`src/rtl/tcdt_pkg.sv`:
```
// ----------------------------------------------------------------------------
// tcdt_pkg
// Shared types and constants of the touch contact damage tracker.
// ----------------------------------------------------------------------------
`default_nettype none

package tcdt_pkg;

  localparam int CONTACT_SLOTS = 16;
  localparam int SLOT_W        = (CONTACT_SLOTS > 1) ? $clog2(CONTACT_SLOTS) : 1;
  localparam logic [SLOT_W-1:0] LAST_SLOT = SLOT_W'(CONTACT_SLOTS - 1);

  // Stream widths
  localparam int IN_DATA_W  = 48;
  localparam int IN_USER_W  = 3;
  localparam int OUT_DATA_W = 56;

  // Config port
  localparam int CFG_IDX_W  = 2;
  localparam int CFG_DATA_W = 13;
  localparam logic [CFG_IDX_W-1:0] CFG_SURF_WIDTH  = 2'd0;
  localparam logic [CFG_IDX_W-1:0] CFG_SURF_HEIGHT = 2'd1;
  localparam logic [CFG_IDX_W-1:0] CFG_RADIUS      = 2'd2;

  localparam logic [12:0] SURF_WIDTH_RST  = 13'd1280;
  localparam logic [12:0] SURF_HEIGHT_RST = 13'd800;
  localparam logic [7:0]  RADIUS_RST      = 8'd40;

  // Request codes
  localparam logic [2:0] REQ_DOWN       = 3'd0;
  localparam logic [2:0] REQ_UP         = 3'd1;
  localparam logic [2:0] REQ_MOTION     = 3'd2;
  localparam logic [2:0] REQ_CANCEL     = 3'd3;
  localparam logic [2:0] REQ_FRAME_DONE = 3'd4;
  localparam logic [2:0] REQ_SURF_RESET = 3'd5;

  localparam logic [11:0] EDGE_MAX = 12'd4095;

  typedef enum logic [2:0] {
    ST_IDLE,
    ST_DECODE,
    ST_SCAN,
    ST_CLAIM,
    ST_REQUEST,
    ST_RD_SCAN,
    ST_CLAMP,
    ST_EMIT
  } tcdt_state_t;

  typedef struct packed {
    logic load;
    logic cnt_clr;
    logic scan;
    logic claim;
    logic frame_done;
    logic surf_reset;
    logic set_pending;
    logic rd_step;
    logic clamp;
    logic emit;
  } dp_cmd_t;

  typedef struct packed {
    logic [2:0] req;
    logic       last_slot;
    logic       last_step;
    logic       claim_ok;
    logic       in_flight;
    logic       pending;
    logic       out_free;
  } dp_sts_t;

endpackage

`default_nettype wire

```
`src/rtl/tcdt_datapath.sv`:
```
// ----------------------------------------------------------------------------
// tcdt_datapath
// Contact table, snapshot, redraw bounding box accumulator, clamp and
// output register of the damage tracker.
// ----------------------------------------------------------------------------
`default_nettype none

module tcdt_datapath (
  input  wire logic                             clk,
  input  wire logic                             rst,
  input  wire tcdt_pkg::dp_cmd_t                cmd,
  output tcdt_pkg::dp_sts_t                     sts,
  input  wire logic [tcdt_pkg::IN_DATA_W-1:0]   s_tdata,
  input  wire logic [tcdt_pkg::IN_USER_W-1:0]   s_tuser,
  input  wire logic                             cfg_wr,
  input  wire logic [tcdt_pkg::CFG_IDX_W-1:0]   cfg_index,
  input  wire logic [tcdt_pkg::CFG_DATA_W-1:0]  cfg_data,
  output logic                                  m_tvalid,
  input  wire logic                             m_tready,
  output logic [tcdt_pkg::OUT_DATA_W-1:0]       m_tdata
);
  import tcdt_pkg::*;

  // Config registers
  logic [12:0] surface_width;
  logic [12:0] surface_height;
  logic [7:0]  circle_radius;

  // Latched request
  logic [2:0]         req_q;
  logic [15:0]        id_q;
  logic signed [15:0] x_q;
  logic signed [15:0] y_q;

  // Contact table and snapshot
  logic [15:0]              slot_id     [CONTACT_SLOTS];
  logic signed [15:0]       slot_x      [CONTACT_SLOTS];
  logic signed [15:0]       slot_y      [CONTACT_SLOTS];
  logic [CONTACT_SLOTS-1:0] slot_active;
  logic signed [15:0]       prev_x      [CONTACT_SLOTS];
  logic signed [15:0]       prev_y      [CONTACT_SLOTS];
  logic [CONTACT_SLOTS-1:0] prev_active;

  logic frame_in_flight;
  logic redraw_pending;
  logic buffer_toggle;

  // Scan control
  logic [SLOT_W:0]   cnt;
  logic [SLOT_W-1:0] scan_idx;
  logic [SLOT_W-1:0] rd_idx;
  logic              rd_cur;
  logic              match_found;
  logic              free_found;
  logic [SLOT_W-1:0] match_idx;
  logic [SLOT_W-1:0] free_idx;
  logic [SLOT_W-1:0] claim_idx;
  logic              hit;

  // Box accumulator
  logic               any;
  logic signed [17:0] x0, y0, x1, y1;
  logic signed [17:0] cx0, cy0, cx1, cy1;
  logic               rd_act;
  logic signed [17:0] rd_px, rd_py, rad, lo_x, hi_x, lo_y, hi_y;
  logic signed [17:0] wm1, hm1;
  logic signed [17:0] bx0, by0, bx1, by1;

  // Emit
  logic signed [17:0] dw, dh, ex, ey;
  logic [12:0]        dw_o, dh_o;
  logic [11:0]        ex_o, ey_o;

  assign scan_idx  = cnt[SLOT_W-1:0];
  assign rd_idx    = cnt[SLOT_W:1];
  assign rd_cur    = cnt[0];
  assign hit       = slot_active[scan_idx] && (slot_id[scan_idx] == id_q);
  assign claim_idx = match_found ? match_idx : free_idx;

  assign rad = {10'd0, circle_radius};
  assign wm1 = {5'd0, surface_width} - 18'sd1;
  assign hm1 = {5'd0, surface_height} - 18'sd1;

  always_comb begin
    rd_act = rd_cur ? slot_active[rd_idx] : prev_active[rd_idx];
    rd_px  = 18'(rd_cur ? slot_x[rd_idx] : prev_x[rd_idx]);
    rd_py  = 18'(rd_cur ? slot_y[rd_idx] : prev_y[rd_idx]);
    lo_x   = rd_px - rad;
    hi_x   = rd_px + rad;
    lo_y   = rd_py - rad;
    hi_y   = rd_py + rad;
  end

  // Clamp stage inputs: empty set damages the whole surface
  always_comb begin
    if (any) begin
      bx0 = x0;
      by0 = y0;
      bx1 = x1;
      by1 = y1;
    end else begin
      bx0 = '0;
      by0 = '0;
      bx1 = wm1;
      by1 = hm1;
    end
  end

  always_comb begin
    dw = cx1 - cx0 + 18'sd1;
    dh = cy1 - cy0 + 18'sd1;
    dw_o = (dw < 0) ? 13'd0 : dw[12:0];
    dh_o = (dh < 0) ? 13'd0 : dh[12:0];
    ex = (cx0 > wm1) ? wm1 : cx0;
    if (ex < 0) ex = '0;
    ey = (cy0 > hm1) ? hm1 : cy0;
    if (ey < 0) ey = '0;
    ex_o = (ex > 18'sd4095) ? EDGE_MAX : ex[11:0];
    ey_o = (ey > 18'sd4095) ? EDGE_MAX : ey[11:0];
  end

  always_comb begin
    sts.req       = req_q;
    sts.last_slot = (scan_idx == LAST_SLOT);
    sts.last_step = (rd_idx == LAST_SLOT) && rd_cur;
    sts.claim_ok  = match_found || free_found;
    sts.in_flight = frame_in_flight;
    sts.pending   = redraw_pending;
    sts.out_free  = !m_tvalid || m_tready;
  end

  // Config
  always_ff @(posedge clk) begin
    if (rst) begin
      surface_width  <= SURF_WIDTH_RST;
      surface_height <= SURF_HEIGHT_RST;
      circle_radius  <= RADIUS_RST;
    end else if (cfg_wr) begin
      case (cfg_index)
        CFG_SURF_WIDTH:  surface_width  <= cfg_data;
        CFG_SURF_HEIGHT: surface_height <= cfg_data;
        CFG_RADIUS:      circle_radius  <= cfg_data[7:0];
        default: ;
      endcase
    end
  end

  // Request latch
  always_ff @(posedge clk) begin
    if (cmd.load) begin
      req_q <= s_tuser;
      id_q  <= s_tdata[15:0];
      x_q   <= s_tdata[31:16];
      y_q   <= s_tdata[47:32];
    end
  end

  // Counter and scan results
  always_ff @(posedge clk) begin
    if (rst) begin
      cnt         <= '0;
      match_found <= 1'b0;
      free_found  <= 1'b0;
    end else if (cmd.cnt_clr) begin
      cnt         <= '0;
      match_found <= 1'b0;
      free_found  <= 1'b0;
    end else begin
      if (cmd.scan || cmd.rd_step) cnt <= cnt + 1'b1;
      if (cmd.scan && (req_q == REQ_DOWN)) begin
        if (hit && !match_found) begin
          match_found <= 1'b1;
          match_idx   <= scan_idx;
        end
        if (!slot_active[scan_idx] && !free_found) begin
          free_found <= 1'b1;
          free_idx   <= scan_idx;
        end
      end
    end
  end

  // Table active bits and snapshot active bits
  always_ff @(posedge clk) begin
    if (rst) begin
      slot_active <= '0;
      prev_active <= '0;
    end else begin
      if (cmd.scan) begin
        case (req_q)
          REQ_UP:     if (hit) slot_active[scan_idx] <= 1'b0;
          REQ_CANCEL: slot_active[scan_idx] <= 1'b0;
          default: ;
        endcase
      end
      if (cmd.claim) slot_active[claim_idx] <= 1'b1;
      if (cmd.rd_step && rd_cur) prev_active[rd_idx] <= slot_active[rd_idx];
      if (cmd.surf_reset) prev_active <= '0;
    end
  end

  // Table payload and snapshot payload
  always_ff @(posedge clk) begin
    if (cmd.scan && (req_q == REQ_MOTION) && hit) begin
      slot_x[scan_idx] <= x_q;
      slot_y[scan_idx] <= y_q;
    end
    if (cmd.claim) begin
      slot_id[claim_idx] <= id_q;
      slot_x[claim_idx]  <= x_q;
      slot_y[claim_idx]  <= y_q;
    end
    if (cmd.rd_step && rd_cur) begin
      prev_x[rd_idx] <= slot_x[rd_idx];
      prev_y[rd_idx] <= slot_y[rd_idx];
    end
  end

  // Bounding box accumulator and clamp stage
  always_ff @(posedge clk) begin
    if (rst) begin
      any <= 1'b0;
    end else if (cmd.cnt_clr) begin
      any <= 1'b0;
    end else if (cmd.rd_step && rd_act) begin
      any <= 1'b1;
    end
  end

  always_ff @(posedge clk) begin
    if (cmd.rd_step && rd_act) begin
      if (!any || lo_x < x0) x0 <= lo_x;
      if (!any || lo_y < y0) y0 <= lo_y;
      if (!any || hi_x > x1) x1 <= hi_x;
      if (!any || hi_y > y1) y1 <= hi_y;
    end
    if (cmd.clamp) begin
      cx0 <= (bx0 < 0) ? 18'sd0 : bx0;
      cy0 <= (by0 < 0) ? 18'sd0 : by0;
      cx1 <= (bx1 > wm1) ? wm1 : bx1;
      cy1 <= (by1 > hm1) ? hm1 : by1;
    end
  end

  // Frame flags
  always_ff @(posedge clk) begin
    if (rst) begin
      frame_in_flight <= 1'b0;
      redraw_pending  <= 1'b0;
      buffer_toggle   <= 1'b0;
    end else begin
      if (cmd.frame_done) begin
        frame_in_flight <= 1'b0;
        redraw_pending  <= 1'b0;
      end
      if (cmd.surf_reset) begin
        frame_in_flight <= 1'b0;
        redraw_pending  <= 1'b0;
        buffer_toggle   <= 1'b0;
      end
      if (cmd.set_pending) redraw_pending <= 1'b1;
      if (cmd.emit) begin
        frame_in_flight <= 1'b1;
        buffer_toggle   <= ~buffer_toggle;
      end
    end
  end

  // Output register
  always_ff @(posedge clk) begin
    if (rst) begin
      m_tvalid <= 1'b0;
    end else if (cmd.emit) begin
      m_tvalid <= 1'b1;
    end else if (m_tready) begin
      m_tvalid <= 1'b0;
    end
  end

  always_ff @(posedge clk) begin
    if (cmd.emit) begin
      m_tdata <= {5'd0, buffer_toggle, dh_o, dw_o, ey_o, ex_o};
    end
  end

endmodule

`default_nettype wire

```
`src/rtl/tcdt_ctrl.sv`:
```
// ----------------------------------------------------------------------------
// tcdt_ctrl
// Sequencer of the damage tracker: table scan, slot claim, redraw gating,
// redraw scan, clamp and emit.
// ----------------------------------------------------------------------------
`default_nettype none

module tcdt_ctrl (
  input  wire logic                 clk,
  input  wire logic                 rst,
  input  wire logic                 s_tvalid,
  output logic                      s_tready,
  input  wire tcdt_pkg::dp_sts_t    sts,
  output tcdt_pkg::dp_cmd_t         cmd
);
  import tcdt_pkg::*;

  tcdt_state_t state, state_next;

  always_ff @(posedge clk) begin
    if (rst) begin
      state <= ST_IDLE;
    end else begin
      state <= state_next;
    end
  end

  always_comb begin
    state_next = state;
    unique case (state)
      ST_IDLE: begin
        if (s_tvalid) state_next = ST_DECODE;
      end
      ST_DECODE: begin
        case (sts.req) inside
          REQ_DOWN, REQ_UP, REQ_MOTION, REQ_CANCEL: state_next = ST_SCAN;
          REQ_FRAME_DONE: state_next = sts.pending ? ST_RD_SCAN : ST_IDLE;
          REQ_SURF_RESET: state_next = ST_RD_SCAN;
          default:        state_next = ST_IDLE;
        endcase
      end
      ST_SCAN: begin
        if (sts.last_slot) state_next = (sts.req == REQ_DOWN) ? ST_CLAIM : ST_REQUEST;
      end
      ST_CLAIM: begin
        state_next = sts.claim_ok ? ST_REQUEST : ST_IDLE;
      end
      ST_REQUEST: begin
        state_next = sts.in_flight ? ST_IDLE : ST_RD_SCAN;
      end
      ST_RD_SCAN: begin
        if (sts.last_step) state_next = ST_CLAMP;
      end
      ST_CLAMP: begin
        state_next = ST_EMIT;
      end
      ST_EMIT: begin
        if (sts.out_free) state_next = ST_IDLE;
      end
      default: state_next = ST_IDLE;
    endcase
  end

  always_comb begin
    cmd      = '0;
    s_tready = 1'b0;
    unique case (state)
      ST_IDLE: begin
        s_tready = 1'b1;
        cmd.load = s_tvalid;
      end
      ST_DECODE: begin
        cmd.cnt_clr    = 1'b1;
        cmd.frame_done = (sts.req == REQ_FRAME_DONE);
        cmd.surf_reset = (sts.req == REQ_SURF_RESET);
      end
      ST_SCAN:    cmd.scan = 1'b1;
      ST_CLAIM:   cmd.claim = sts.claim_ok;
      ST_REQUEST: begin
        cmd.cnt_clr     = 1'b1;
        cmd.set_pending = sts.in_flight;
      end
      ST_RD_SCAN: cmd.rd_step = 1'b1;
      ST_CLAMP:   cmd.clamp = 1'b1;
      ST_EMIT:    cmd.emit = sts.out_free;
      default: ;
    endcase
  end

endmodule

`default_nettype wire

```
`src/rtl/touch_contact_damage_tracker.sv`:
```
// ----------------------------------------------------------------------------
// touch_contact_damage_tracker
// Touch contact table with gated redraws that emit a clamped damage box.
// ----------------------------------------------------------------------------
// Flow: down/up/motion/cancel scan all 16 slots, one slot per cycle; unless
// a frame is in flight, a redraw then reads table and snapshot of all 16 slots,
// one entry per cycle, clamps and emits once the output is free. Frame done with
// a pending redraw and surface reset go straight to the redraw. One request at a time.
// Reset: synchronous rst clears the table, snapshot, frame flags and config.
`default_nettype none

module touch_contact_damage_tracker (
  input  wire logic                             clk,
  input  wire logic                             rst,
  input  wire logic                             s_tvalid,
  output logic                                  s_tready,
  // contact_id[15:0], pos_x[31:16], pos_y[47:32]
  input  wire logic [tcdt_pkg::IN_DATA_W-1:0]   s_tdata,
  // req_type[2:0]
  input  wire logic [tcdt_pkg::IN_USER_W-1:0]   s_tuser,
  output logic                                  m_tvalid,
  input  wire logic                             m_tready,
  // damage_x[11:0], damage_y[23:12], damage_w[36:24], damage_h[49:37],
  // buffer_select[50], zero[55:51]
  output logic [tcdt_pkg::OUT_DATA_W-1:0]       m_tdata,
  input  wire logic                             cfg_valid,
  output logic                                  cfg_ready,
  input  wire logic [tcdt_pkg::CFG_IDX_W-1:0]   cfg_index,
  input  wire logic [tcdt_pkg::CFG_DATA_W-1:0]  cfg_data
);
  import tcdt_pkg::*;

  dp_cmd_t cmd;
  dp_sts_t sts;

  assign cfg_ready = 1'b1;

  tcdt_ctrl u_ctrl (
    .clk      (clk),
    .rst      (rst),
    .s_tvalid (s_tvalid),
    .s_tready (s_tready),
    .sts      (sts),
    .cmd      (cmd)
  );

  tcdt_datapath u_datapath (
    .clk       (clk),
    .rst       (rst),
    .cmd       (cmd),
    .sts       (sts),
    .s_tdata   (s_tdata),
    .s_tuser   (s_tuser),
    .cfg_wr    (cfg_valid && cfg_ready),
    .cfg_index (cfg_index),
    .cfg_data  (cfg_data),
    .m_tvalid  (m_tvalid),
    .m_tready  (m_tready),
    .m_tdata   (m_tdata)
  );

endmodule

`default_nettype wire

```
`config.mk`:
```
export PLATFORM = sky130hd
export DESIGN_NAME = touch_contact_damage_tracker
export DESIGN_NICKNAME = d
export VERILOG_FILES = /design/src/rtl/tcdt_pkg.sv /design/src/rtl/tcdt_datapath.sv /design/src/rtl/tcdt_ctrl.sv /design/src/rtl/touch_contact_damage_tracker.sv
export SDC_FILE = /design/constraint.sdc
export NUM_CORES = 2
export LEC_CHECK = 0
export ABC_AREA = 0
export BUFFER_PORTS_ARGS = -buffer_cell sky130_fd_sc_hd__buf_2
export CAP_MARGIN = 20
export CORE_ASPECT_RATIO = 0.7
export CORE_UTILIZATION = 30
export CTS_CLUSTER_DIAMETER = 80
export DETAILED_ROUTE_END_ITERATION = 8
export PLACE_DENSITY_LB_ADDON = 0.08
export SLEW_MARGIN = 20
export SYNTH_ARGS = -nofsm -noshare
export SYNTH_HDL_FRONTEND = slang
export SYNTH_SLANG_ARGS = --single-unit
export TNS_END_PERCENT = 20
```
`constraint.sdc`:
```
create_clock -name clk -period 9.5 [get_ports clk]
set_input_delay 1.9 -clock clk [delete_from_list [all_inputs] [get_ports clk]]
set_output_delay 1.9 -clock clk [all_outputs]
set_load 0.01 [all_outputs]
```
* Word-level counts from Yosys, hierarchy flattened
Memory sizes are Yosys's and may differ from the RTL's. A register that Yosys moved wholly into a read port is not among the register bits.
Cells that the tools add are included.
** Storage, ports and cells
- Register bits :: 335
- Memories :: 5
- Output and inout port bits :: 59
- Memory bits (writable) :: 1280
- Bits of input ports :: 71
- Logic and storage cells :: 231
** Memories
- u_datapath.prev_x :: depth 16, bits a word 16, rd ports 1, clocked after memory_dff 1, write ports 1, line tcdt_datapath.sv:40 : logic signed [15:0] prev_x [CONTACT_SLOTS];
- u_datapath.prev_y :: depth 16, bits a word 16, rd ports 1, clocked after memory_dff 1, write ports 1, line tcdt_datapath.sv:41 : logic signed [15:0] prev_y [CONTACT_SLOTS];
- u_datapath.slot_id :: depth 16, bits a word 16, rd ports 1, clocked after memory_dff 1, write ports 1, line tcdt_datapath.sv:36 : logic [15:0] slot_id [CONTACT_SLOTS];
- u_datapath.slot_x :: depth 16, bits a word 16, rd ports 1, clocked after memory_dff 1, write ports 1, line tcdt_datapath.sv:37 : logic signed [15:0] slot_x [CONTACT_SLOTS];
- u_datapath.slot_y :: depth 16, bits a word 16, rd ports 1, clocked after memory_dff 1, write ports 1, line tcdt_datapath.sv:38 : logic signed [15:0] slot_y [CONTACT_SLOTS];
** Operators by class
- Order comparisons :: 22
- $add $sub $neg :: 11
- Muxes and demuxes :: 84
- Bitwise gates (word level) :: 6
- Equal/unequal tests :: 21
- Reductions and logical operators :: 49
** Operators by type and width (count)
- 2-to-1 mux 18 bit :: 12
- greater-than comparator 18 bit :: 6
- < comparator 18 x 1 -> 1 bit, second input constant :: 6
- 2-to-1 mux 16 bit :: 6
- 2-to-1 mux 4 bit :: 13
- adder 18 x 2 -> 18 bit, second input constant :: 2
- adder 18 x 9 -> 18 bit :: 2
- greater-than comparator 18 x 13 -> 1 bit, second input constant :: 2
- < comparator 18 bit :: 2
- subtractor 18 bit :: 2
- subtractor 18 x 9 -> 18 bit :: 2
- 2-to-1 mux 3 bit :: 11
- 2-to-1 mux 1 bit :: 32
- case mux 16 bit (2 select lines) :: 1
- OR reduction 16 bit :: 2
- subtractor 13 x 1 -> 14 bit, second input constant :: 2
- case mux 3 bit (8 select lines) :: 1
- equality test 3 bit, second input constant :: 6
- AND reduction 2 bit :: 9
- AND 16 bit :: 1
- bitwise mux 16 bit :: 1
- equality test 16 bit :: 1
- NOT 16 bit :: 1
- bitwise OR 16 bit :: 1
- other kinds (24) :: 69

* Logic depth before layout (Yosys ltp)
- Depth after elaboration :: 12
- Depth in mapped cells :: 34
- Depth with buffers taken out :: 27

* Cells and area by module
From an unflattened synthesis, not the netlist that was laid out.
** Unflattened totals
- Cell total of the unflattened synthesis :: 4040
- Area, all modules :: 69800.7 µm²
** By module, submodules not included
- tcdt_datapath :: instances 1, cells each 3985, area each 69456.6 µm², seq. area each 47725.8 µm²
- tcdt_ctrl :: instances 1, cells each 53, area each 332.8 µm², seq. area each 60.1 µm²
- touch_contact_damage_tracker :: instances 1, cells each 2, area each 11.3 µm², seq. area each 0.0 µm²

* Least setup slack after synthesis
No wires, ideal clock.
- Kind :: flip-flop to flip-flop
- From :: reg with a tool-made name
- To :: reg u_datapath.x1[0], enable pin
- Clock period less this slack :: 7846 ps
- Buffers on the path :: 7
- Data arrival time :: 7422 ps
- Cell stages (with the launch flop) :: 28
- Library setup time :: 424 ps
- Slack :: 1654 ps
- Required time :: 9076 ps
- Cell sequence :: dfxtp_1 buf_6 buf_6 buf_6 buf_2 buf_2 buf_2 buf_2 mux4_2 mux4_2 nand2_1 nand2_1 ha_1 o21ai_0 a21oi_1 o21ai_0 a211o_1 a21oi_1 o21ai_0 or3b_2 nor2b_1 ha_1 nand4_1 nor2_1 nand2_1 o21ai_0 mux2i_1 a221oi_1
** RTL lines
- end signal, assigned :: line tcdt_datapath.sv:234 : if (!any || hi_x > x1) x1 <= hi_x;
- end, declared :: line tcdt_datapath.sv:62 : logic signed [17:0] x0, y0, x1, y1;

==> run metrics <==
Die ar.=235000 µm²; clock network fraction of total power=45.0%; cell area after synthesis=69900 µm²; RSZ-0062 raised after global routing=no; period utilization=around 80%; first-pass GRT wire length=roughly 280000 µm; Post-synth EDFFs=between 1500 and 2000; sw power=between 3 and 4 mW; chip width=between 500 and 600 µm; Crit Path Max Fanout=32; CTS Sinks=between 1500 and 2000; initial antenna violation count=4; maximum clock rate=135 MHz; startpoint types=flop; critical path capture point type=flop; final hold viol count=0; Seq/Total Area, Yosys=around two thirds; reg2reg setup slack=2.07 ns; Worst-Skew Late Latency=around 0.84 ns; htree depth=4; I/O Buffers=roughly 120; Detail Placement HPWL=about 120000 µm; Pre-Repair DR Iteration Count=5; Top Ports=between 100 and 150; drt first-iter violations=roughly 2700; Endpoint, Worst Hold=u_datapath.prev_active[13]$_SDFFE_PP0P_; Async SR Flop Fraction=0%; most frequent cells in the layout=edfxtp_1, mux4_2, ha_1; via/cell ratio=approximately 4.9; Max rail drop VDD=roughly 0.00012 V; clock root buffer=clkbuf_16; synth warn=0; hold slack=0.480 ns; Hold Startpoint=u_datapath.prev_active[13]$_SDFFE_PP0P_; core footprint=roughly 230000 µm²; post-synthesis average cell area=about 17 µm²; Layout Skew=around 0.050 ns; Post-synth top flop=edfxtp_1; post_cts resized=0; ratio of cells with drive above 1 in the final layout=a little over a fifth; vias in the first global route=approximately 38000; worst hold path type=reg2reg; detailed-route via count=between 30000 and 40000; Placer Congestion=about 0.77; Synth cell types=86; Clock transition at path regs=0.06 ns; LEAKAGE=26.4 nW; deepest clock path buffer count=4; final max-slew violation count=0; final setup fails=0; Starting Density=around 30%; Hold Path Depth=2; Syn Inst Count=about 4000; setup TNS=0 ns; final WL=roughly 190000 µm; worst r2r path cells=23; Crit Path Category=reg2reg; WL/cell=between 20 and 30 µm; Sequential cell area=about 48000 µm²; most common cell after layout, fill and taps aside=edfxtp_1; largest net degree at the start of global routing=89; #FFs+latches synth=approximately 1600; Cell Rows=~150; Post-route DRC=0; Worst EP required=10.00 ns; CTS tree=done; Max-cap violations=0; Post-CTS Setup Inserts=0; Critical Path AT=about 8 ns; r2r endpoint=u_datapath.y0[1]$_DFFE_PP_; worst-margin pin slew=roughly 1.1 ns; pwr dens=about 190 nW/µm²; Int Power=approximately 12 mW; combinational share of power=under 10%; Layout fillers=approximately 22000; P&R area growth vs syn=14.7%; outcome=complete, no violations; sequential power share=52.1%; GRT Overall Usage=between 10% and 20%; cts hold-fix bufs=0; sw frac=a little over a fifth; min Tclk post-route=7.43 ns; gr ovfl total=0; slew margin rel.=29.0%; Die H=406 µm; Final ANT Viol Nets=0; area of the multi-input gates=between 20000 and 25000 µm²; nets=~4600; CTS Buf Count=between 150 and 200
-- power by group through the flow --
| stage | registers (mW) | logic, mW | clock network (mW) |
|---|---|---|---|
| detailed placement | 8.07 | 0.441 | 0 |
| global route | 7.92 | 0.494 | 7.30 |
| global placement | 8.07 | 0.444 | 0 |
| finish | 7.91 | 0.442 | 6.84 |
| floorplan | 8.02 | 0.303 | 0 |
| CTS | 7.91 | 0.444 | 7.06 |
-- critical path, cell delays in order, from the launching register on --
cell and delay (ns):
dfxtp_4 0.81, buf_4 0.58, mux4_2 0.58, mux4_2 0.48
nand2_1 0.08, and2_1 0.23, ha_1 0.20, inv_1 0.06
fa_1 0.43, a21o_1 0.18, a21oi_1 0.20, o21ai_0 0.11
a21oi_1 0.27, o21bai_1 0.09, a21oi_1 0.36, nand4_1 0.23
nor2_1 0.20, xnor2_1 0.16, ha_1 0.28, a21o_1 0.19
a211oi_1 0.27, o2111ai_1 0.15, a31oi_2 0.59, buf_4 0.33
-- registers in the layout, indices dropped and copies added, names as in the netlist, 16 cells and up, named ones only --
name	flops
u_datapath.x_q	16
u_datapath.cx0	18
u_datapath.prev_x	256
u_datapath.cy0	18
u_datapath.slot_x	256
u_datapath.prev_active	16
u_datapath.y_q	16
u_datapath.id_q	16
u_datapath.prev_y	256
u_datapath.slot_active	16
u_datapath.slot_y	256
u_datapath.cx1	18
u_datapath.slot_id	256
u_datapath.x0	18
u_datapath.y0	18
u_datapath.y1	18
u_datapath.m_tdata	51
u_datapath.cy1	18
u_datapath.x1	18
-- through the flow --
step	area (µm²)	setup slack, ns	util (%)	total power [mW]	cells
after CTS	80200	1.94	34.8	15.4	7453
after global placement	74600	2.01	32.4	8.51	7153
after floorplan	70000	1.65	-	8.33	4052
after global routing	80200	1.44	34.8	15.7	7457
final	80200	2.07	34.8	15.2	7458
after detailed placement	74600	1.95	32.4	8.51	7153
-- worst max path at each step --
stage | cells after the start | start | slack [ns] | end
after CTS | 22 | flop | 1.94 | u_datapath.x1[2]$_DFFE_PP_
after floorplan | 27 | flop | 1.65 | u_datapath.x1[0]$_DFFE_PP_
after global routing | 23 | flop | 1.44 | u_datapath.y0[8]$_DFFE_PP_
after global placement | 23 | flop | 2.01 | u_datapath.y0[1]$_DFFE_PP_
final | 23 | flop | 2.07 | u_datapath.y0[1]$_DFFE_PP_
after detailed placement | 22 | flop | 1.95 | u_datapath.x1[8]$_DFFE_PP_
-- synthesized netlist by cell type, types with 6 or more instances --
| master | count | area share, % |
|---|---|---|
| a21oi_1 | 175 | 1.3 |
| o22ai_1 | 6 | 0.054 |
| o21ai_0 | 108 | 0.77 |
| nand2_1 | 203 | 1.1 |
| nand3_1 | 35 | 0.25 |
| nand3b_1 | 9 | 0.097 |
| a22oi_1 | 14 | 0.15 |
| buf_1 | 11 | 0.059 |
| clkbuf_1 | 82 | 0.44 |
| inv_1 | 193 | 1.0 |
| nor4_1 | 7 | 0.063 |
| mux2i_1 | 127 | 1.8 |
| o21a_1 | 13 | 0.14 |
| or2_2 | 8 | 0.072 |
| dfxtp_1 | 86 | 2.5 |
| or3_1 | 14 | 0.13 |
| buf_6 | 13 | 0.21 |
| a211oi_1 | 15 | 0.16 |
| fa_1 | 6 | 0.17 |
| a31oi_1 | 10 | 0.089 |
| o211ai_1 | 6 | 0.064 |
| nand4_1 | 19 | 0.17 |
| mux4_2 | 387 | 12 |
| a21o_1 | 35 | 0.38 |
| nor3_1 | 84 | 0.60 |
| nand2b_1 | 25 | 0.22 |
| buf_2 | 36 | 0.26 |
| nor2b_1 | 43 | 0.38 |
| edfxtp_1 | 1534 | 66 |
| and2_1 | 9 | 0.080 |
| xor2_1 | 43 | 0.54 |
| buf_4 | 28 | 0.30 |
| nor2_1 | 201 | 1.1 |
| and3_1 | 18 | 0.16 |
| xnor2_1 | 74 | 0.93 |
| o21ai_1 | 11 | 0.079 |
| mux2_2 | 10 | 0.16 |
| ha_1 | 238 | 4.3 |
| a21boi_0 | 10 | 0.11 |
-- cell type report --
type,count,share of cell area [%]
sequential,1620,59.6
multi-input combinational,2067,26.0
clock buffer,217,5.96
tap,3054,4.76
timing repair buffer,221,1.79
clock inverter,83,0.992
inverter,194,0.908
antenna,2,0.00624
-- logic make-up (layout without fill, tap and decap cells) --
family                   Yosys count  after routing  share of synthesized area, %
flip-flops                      1620           1620                          68.3
AND/OR/NAND/NOR                  701            701                          4.75
multiplexers                     527            527                          14.5
AO/OA/AOI/OAI                    469            469                          4.14
buffers and inverters            365            715                          2.33
adder cells (fa/ha/maj)          244            244                          4.43
XOR/XNOR                         118            118                          1.49
other                              2             10                        0.0107
-- per-layer routing --
layer	wire [µm]	GRT usage (%)	vias to the layer above
met3	7090	2.25	209
met4	3170	3.13	0
met1	97200	25.1	19224
met2	83800	24.4	673
li1	-	-	16458
met5	0	0	-
Note: power is estimated with default switching activity, not from simulation.
